--- src/dhu_pkg.sv ---
// Shared types, constants and stage counts of the depth-hole unprojector.
// Used by every module under src; depends on nothing.
package dhu_pkg;

	localparam int DEPTH_BITS_DEF = 24;
	localparam int COORD_BITS_DEF = 12;

	localparam logic [31:0] EMPTY_ID = 32'hFFFF_FFFF;

	// configuration: eight 64-bit words, two Q16.16 coefficients each
	localparam int NUM_PAIRS    = 8;
	localparam int CFG_IDX_BITS = 4;
	localparam logic [63:0] PAIR_RESET [NUM_PAIRS] = '{
		64'h0000_0000_0001_0000, 64'h0, 64'h0001_0000_0000_0000, 64'h0,
		64'h0, 64'h0000_0000_0001_0000, 64'h0, 64'h0001_0000_0000_0000
	};

	localparam int FRAC_BITS = 16;

	// mean depth divider: 16 quotient bits, four per stage
	localparam int ZBITS      = 16;
	localparam int MEAN_STEPS = 4;
	localparam int MEAN_ST    = 2 + ZBITS / MEAN_STEPS;

	// matrix multiply: products, then row sums
	localparam int XF_ST = 2;

	// position divider: 32 quotient bits, four per stage
	localparam int QBITS     = 32;
	localparam int DIV_STEPS = 4;
	localparam int DIV_ST    = 3 + QBITS / DIV_STEPS;

	localparam int NUM_ST = MEAN_ST + XF_ST + DIV_ST;

	localparam logic [31:0] POS_MAX = 32'h7FFF_FFFF;
	localparam logic [31:0] POS_MIN = 32'h8000_0000;

	typedef enum logic [1:0] {
		KIND_NONE   = 2'd0,
		KIND_SEEN   = 2'd1,
		KIND_REGION = 2'd2
	} kind_t;

	// side information of one divider lane
	typedef struct packed {
		logic neg;
		logic acc_pos;
		logic acc_neg;
		logic w_zero;
		logic ovf;
	} div_flags_t;

endpackage

--- src/dhu_mean.sv ---
// Mean of the near depths in a 3x3 window: sum and count, then a
// pipelined restoring divider. Depends on dhu_pkg.
module dhu_mean #(
	parameter int DEPTH_BITS = dhu_pkg::DEPTH_BITS_DEF,
	parameter int COORD_BITS = dhu_pkg::COORD_BITS_DEF
) (
	input  logic                            clk,
	input  logic [dhu_pkg::MEAN_ST-1:0]     en,
	input  logic [8:0][DEPTH_BITS-1:0]      depth,
	input  logic [COORD_BITS-1:0]           x_in,
	input  logic [COORD_BITS-1:0]           y_in,
	output logic                            many,
	output logic [dhu_pkg::ZBITS-1:0]       z,
	output logic [COORD_BITS-1:0]           x_out,
	output logic [COORD_BITS-1:0]           y_out
);
	import dhu_pkg::*;

	localparam int SW  = DEPTH_BITS + 4;
	localparam int NDS = ZBITS / MEAN_STEPS;
	localparam logic [DEPTH_BITS-1:0] FAR = '1;

	logic [SW-1:0]         sum_c;
	logic [3:0]            cnt_c;
	logic [SW-1:0]         sum_s1;
	logic [3:0]            cnt_s1;
	logic [SW-1:0]         rem_s2;
	logic [SW-1:0]         den_s2;
	logic [SW-1:0]         rem_sd [NDS-1];
	logic [SW-1:0]         den_sd [NDS-1];
	logic [ZBITS-1:0]      q_sd [NDS];
	logic [COORD_BITS-1:0] x_sp [MEAN_ST];
	logic [COORD_BITS-1:0] y_sp [MEAN_ST];

	// sum and count the depths that are not far
	always_comb begin
		sum_c = '0;
		cnt_c = '0;
		for (int i = 0; i < 9; i++) begin
			if (depth[i] != FAR) begin
				sum_c = sum_c + SW'(depth[i]);
				cnt_c = cnt_c + 4'd1;
			end
		end
	end

	always_ff @(posedge clk) begin
		if (en[0]) begin
			sum_s1 <= sum_c;
			cnt_s1 <= cnt_c;
		end
	end

	assign many = (cnt_s1 >= 4'd2);

	// divisor is count * far; the remainder starts as the sum
	always_ff @(posedge clk) begin
		if (en[1]) begin
			rem_s2 <= sum_s1;
			den_s2 <= (SW'(cnt_s1) << DEPTH_BITS) - SW'(cnt_s1);
		end
	end

	// carry the pixel coordinates alongside
	always_ff @(posedge clk) begin
		if (en[0]) begin
			x_sp[0] <= x_in;
			y_sp[0] <= y_in;
		end
	end

	for (genvar k = 1; k < MEAN_ST; k++) begin : g_coord
		always_ff @(posedge clk) begin
			if (en[k]) begin
				x_sp[k] <= x_sp[k-1];
				y_sp[k] <= y_sp[k-1];
			end
		end
	end

	// four quotient bits per stage
	for (genvar k = 0; k < NDS; k++) begin : g_step
		logic [SW-1:0]    rem_i;
		logic [SW-1:0]    den_i;
		logic [ZBITS-1:0] q_i;
		logic [SW-1:0]    rem_n;
		logic [ZBITS-1:0] q_n;
		logic [SW:0]      t;

		if (k == 0) begin : g_first
			assign rem_i = rem_s2;
			assign den_i = den_s2;
			assign q_i   = '0;
		end else begin : g_next
			assign rem_i = rem_sd[k-1];
			assign den_i = den_sd[k-1];
			assign q_i   = q_sd[k-1];
		end

		always_comb begin
			rem_n = rem_i;
			q_n   = q_i;
			t     = '0;
			for (int j = 0; j < MEAN_STEPS; j++) begin
				t = {rem_n, 1'b0};
				if (t >= {1'b0, den_i}) begin
					t   = t - {1'b0, den_i};
					q_n = {q_n[ZBITS-2:0], 1'b1};
				end else begin
					q_n = {q_n[ZBITS-2:0], 1'b0};
				end
				rem_n = t[SW-1:0];
			end
		end

		always_ff @(posedge clk) begin
			if (en[2+k]) begin
				q_sd[k] <= q_n;
			end
		end

		if (k < NDS - 1) begin : g_keep
			always_ff @(posedge clk) begin
				if (en[2+k]) begin
					rem_sd[k] <= rem_n;
					den_sd[k] <= den_i;
				end
			end
		end
	end

	assign z     = q_sd[NDS-1];
	assign x_out = x_sp[MEAN_ST-1];
	assign y_out = y_sp[MEAN_ST-1];

endmodule

--- config.mk ---
export PLATFORM = sky130hd
export DESIGN_NAME = dhu_mean
export DESIGN_NICKNAME = d
export VERILOG_FILES = /design/src/dhu_pkg.sv /design/src/dhu_mean.sv
export SDC_FILE = /design/constraint.sdc
export NUM_CORES = 2
export LEC_CHECK = 0
export ABC_AREA = 1
export BUFFER_PORTS_ARGS = -buffer_cell sky130_fd_sc_hd__buf_2
export CAP_MARGIN = 20
export CORE_MARGIN = 4
export CORE_UTILIZATION = 35
export DETAILED_ROUTE_END_ITERATION = 8
export MAX_ROUTING_LAYER = met4
export PLACE_DENSITY = 0.54
export SLEW_MARGIN = 20
export SYNTH_ARGS = -nofsm -noshare
export SYNTH_HDL_FRONTEND = slang
export SYNTH_SLANG_ARGS = --single-unit
--- constraint.sdc ---
create_clock -name clk -period 11.7 [get_ports clk]
set_input_delay 1.17 -clock clk [delete_from_list [all_inputs] [get_ports clk]]
set_output_delay 1.17 -clock clk [all_outputs]
set_load 0.01 [all_outputs]
==> impl_summary.log <==
[metrics] kind of end point of the critical path: flop
[metrics] total via count after detailed routing: between 50000 and 60000
[metrics] number of antenna violations at the first check in global routing: 7
[metrics] clock tree from TritonCTS: done
[metrics] transition time of the tightest slew-check pin: 1070 ps
[metrics] GRT overflow: 0
[metrics] reg2reg path depth: 57
[metrics] Max Slew Vio Count: 0
[metrics] Async S/R FF share, synth: 0%
[metrics] starting density of the core: about a third
[metrics] Setup CP Type: input pin to flop
[metrics] residual DRC count: 0
[metrics] core region area: 143000 sq um
[metrics] clock sinks: 372
[metrics] sequential element share of the synthesized area: 22.2%
[metrics] Routed WL per cell: roughly 17 um
[metrics] total of max-cap violations: 0
[metrics] violated checks: setup timing
[metrics] insertion delay to the later sink of the worst-skew pair: 620 ps
[metrics] maximum buffer depth of the clock tree: 3
[metrics] antenna-violating nets left: 0
[metrics] area overhead of the layout relative to synthesis: 29.5%
[metrics] arrival time at the worst endpoint: roughly 12000 ps
[metrics] Hold WC Path Type: flop to flop
[metrics] Hold Vio Cnt, Final: 0
[metrics] buffer cell driving the clock tree root: sky130_fd_sc_hd__clkbuf_16
[metrics] Slew headroom: 28.5%
[metrics] Std-Cell Rows: 139
[metrics] crit share post-route: 101%
[metrics] stage delay of the slowest cell on the critical path: 380 ps
[metrics] count of flip-flops with a built-in enable after synthesis: 372
[metrics] setup repair after global routing missed its margin: true
[metrics] DRC marker count from the first detailed-route iteration: approximately 3300
[metrics] clock buffers created by TritonCTS: 44
[metrics] number of fillers in the final layout: ~15000
[metrics] count of buffers from port buffering: 287
[metrics] first-pass iteration count of the detailed router: 8
[metrics] highest-delay cell along the critical path: sky130_fd_sc_hd__ha_1
[metrics] global-route usage over all layers: 22.8%
[metrics] number of warnings printed during yosys synthesis: 0
[metrics] via count of the first global-routing pass: 50700
[metrics] Die Outline Area: 150000 sq um
[metrics] Crit path top cell by count: sky130_fd_sc_hd__buf_4
[metrics] Highest Clock Rate: about 85 MHz
[metrics] routing usage on met2: about two fifths
[metrics] average via count per standard cell: 5.09
[metrics] final wirelength: roughly 170000 um
[metrics] met1 Track Usage GR: 29.6%
[metrics] Boundary Pins: 288
[metrics] Cells on Worst Hold Path: 0
[metrics] horizontal extent of the die: between 300 and 400 um
[metrics] maximum fanout along the worst path: 6
[metrics] startpoint type of the worst setup path: input pin
[metrics] H-tree levels: 2
[metrics] Distinct cells, synth: 74
[metrics] required time at the endpoint of the critical path: ~12000 ps
[metrics] synthesis-stage register bit count: 372
[metrics] die span in y: 388 um
[metrics] final critical path time including I/O delays and setup: about 12000 ps
[metrics] number of setup violations in the final report: 3
[metrics] met3 capacity usage during global routing: 1.60%
[metrics] Post-Synthesis Cells: 7258
[metrics] most crowded layer after global routing: met2
[metrics] Net Count, Synth: just over 8000
[metrics] final worst clock skew: 50.1 ps
[metrics] smallest hold slack: roughly 380 ps
[metrics] ys flop type: sky130_fd_sc_hd__edfxtp_1
[metrics] dpl hpwl: 143000 um
[metrics] netlist area before placement: around 50000 sq um
[metrics] maximum number of pins on one net before global-route repair: 64
[metrics] global-route wire length before repair: ~270000 um
[metrics] worst setup slack after layout: -122 ps
[metrics] outcome: finished with violations
[metrics] layout cells sized above 1: 23.6%
[metrics] Clk pin slew, worst setup/hold paths: ~70 ps
[metrics] syn_area_per_cell: 6.95 sq um
[metrics] routability-driven placement congestion ratio: 0.939
[metrics] nets@finish: 9340
## Yosys cell counts, types with 8 or more instances
cell                        instances  area [sq um]
sky130_fd_sc_hd__nor3_1            77           385
sky130_fd_sc_hd__ha_1             652          8160
sky130_fd_sc_hd__nand3_2            8          80.1
sky130_fd_sc_hd__a21boi_0          34           255
sky130_fd_sc_hd__buf_2             36           180
sky130_fd_sc_hd__nor4_1            53           332
sky130_fd_sc_hd__nand3_1          290          1450
sky130_fd_sc_hd__o21ai_1          146           731
sky130_fd_sc_hd__a211oi_1          12          90.1
sky130_fd_sc_hd__or2_2             49           307
sky130_fd_sc_hd__inv_1            808          3030
sky130_fd_sc_hd__edfxtp_1         372         11200
sky130_fd_sc_hd__inv_2             21          78.8
sky130_fd_sc_hd__nor2_1           419          1570
sky130_fd_sc_hd__a21oi_1          691          3460
sky130_fd_sc_hd__nand4_1          109           682
sky130_fd_sc_hd__o21ai_2           34           298
sky130_fd_sc_hd__buf_6             15           169
sky130_fd_sc_hd__o31ai_1           11          82.6
sky130_fd_sc_hd__a31oi_1           38           238
sky130_fd_sc_hd__o211ai_1          21           158
sky130_fd_sc_hd__buf_4             22           165
sky130_fd_sc_hd__a221oi_1          16           140
sky130_fd_sc_hd__fa_1              12           240
sky130_fd_sc_hd__mux2i_1           10           100
sky130_fd_sc_hd__o21bai_1          40           300
sky130_fd_sc_hd__clkbuf_1          35           131
sky130_fd_sc_hd__a21boi_1          18           135
sky130_fd_sc_hd__o221ai_1          19           166
sky130_fd_sc_hd__nand2_2           18           113
sky130_fd_sc_hd__o21ai_0          475          2380
sky130_fd_sc_hd__o2111ai_1          9          78.8
sky130_fd_sc_hd__nand2_1         1986          7450
sky130_fd_sc_hd__xor2_1           258          2260
sky130_fd_sc_hd__o21a_1            42           315
sky130_fd_sc_hd__xnor2_1          269          2360
sky130_fd_sc_hd__a21o_1            41           308
## final timing paths
check / from / endpoint / slack, ps
max: depth[12] / sum_s1[27]$_DFFE_PP_ / -120
min: q_sd[2][8]$_DFFE_PP_ / q_sd[3][12]$_DFFE_PP_ / 380
max reg2reg: den_sd[0][50]$_DFFE_PP_ / rem_sd[0][83]$_DFFE_PP_ / 840
min reg2reg: q_sd[2][8]$_DFFE_PP_ / q_sd[3][12]$_DFFE_PP_ / 380
## layout make-up
type	count	area, sq um	share of cell area, %
antenna	3	7.51	0.0115
multi-input combinational	5935	38300	58.7
clock inverter	27	308	0.471
sequential	372	11200	17.1
inverter	838	3200	4.90
clock buffer	52	1130	1.73
tap	1903	2380	3.65
timing repair buffer	1238	8750	13.4
## timing repair
item,4_1_cts,5_1_grt
hold buffers,0,0
setup endpoints to repair,17,97
pin swaps,114,209
resized for setup,258,416
setup buffers,103,71
## per-layer routing
metal	vias up	routed length, um
li1	27100	-
met5	-	0
met2	1139	83200
met4	0	3860
met3	195	6670
met1	24300	80500
## cells by family (layout without fill, tap and decap cells)
family                   after synthesis  in the layout  synth area share (%)
AND/OR/NAND/NOR                     3056           3056                  25.4
buffers and inverters                951           2155                  7.63
flip-flops                           372            372                  22.2
AO/OA/AOI/OAI                       1678           1678                  18.8
XOR/XNOR                             527            527                  9.15
adder cells (fa/ha/maj)              664            664                  16.7
multiplexers                          10             10                 0.199
other                                  0              3                     0
## cells in the final DEF, fill, tap and decap left out, types with 48 or more instances in the layout
| cell type | instances |
|---|---|
| sky130_fd_sc_hd__inv_1 | 761 |
| sky130_fd_sc_hd__buf_2 | 283 |
| sky130_fd_sc_hd__o21ai_1 | 161 |
| sky130_fd_sc_hd__nor3_1 | 67 |
| sky130_fd_sc_hd__o21ai_2 | 87 |
| sky130_fd_sc_hd__o21ai_0 | 401 |
| sky130_fd_sc_hd__nor2_1 | 391 |
| sky130_fd_sc_hd__xnor2_1 | 259 |
| sky130_fd_sc_hd__nand4_1 | 109 |
| sky130_fd_sc_hd__buf_4 | 926 |
| sky130_fd_sc_hd__nand3_1 | 278 |
| sky130_fd_sc_hd__ha_1 | 569 |
| sky130_fd_sc_hd__a21oi_2 | 99 |
| sky130_fd_sc_hd__nor4_1 | 48 |
| sky130_fd_sc_hd__inv_2 | 57 |
| sky130_fd_sc_hd__edfxtp_1 | 372 |
| sky130_fd_sc_hd__xor2_1 | 255 |
| sky130_fd_sc_hd__nand2_2 | 99 |
| sky130_fd_sc_hd__a21oi_1 | 580 |
| sky130_fd_sc_hd__ha_4 | 75 |
| sky130_fd_sc_hd__nand2_1 | 1885 |
## state kept, by name, summed over array words and instances (netlist names)
register and flops:
rem_sd 84, x_sp 72, y_sp 72, q_sd 40
den_sd 33, g_step.rem_i 28, sum_s1 28, den_s2 11
cnt_s1 4
## stage by stage
step / instance area, sq um / setup slack (ps) / cells / utilization [%] / TNS [ps]
floorplan: 50700 / 4.52 / 7258 / - / 0
global placement: 59800 / -2000 / 10100 / 41.7 / -26380
detailed placement: 59800 / -1930 / 10100 / 41.7 / -26030
CTS: 63100 / -0.162 / 10300 / 44.0 / -0.162
global route: 65300 / -807 / 10400 / 45.6 / -6200
finish: 65300 / -122 / 10400 / 45.6 / -212
## critical path: cells and delay by family
kind                     cells  cell delay (ps)
AO/OA/AOI/OAI               10             1290
buffers and inverters       29             3260
XOR/XNOR                     5              670
adder cells (fa/ha/maj)      7             2020
AND/OR/NAND/NOR             34             3590
multiplexers                 1              120
Power is left out: the tool's default activity adds up to more than one toggle a clock period on the data nets, which glitch-free logic cannot reach.
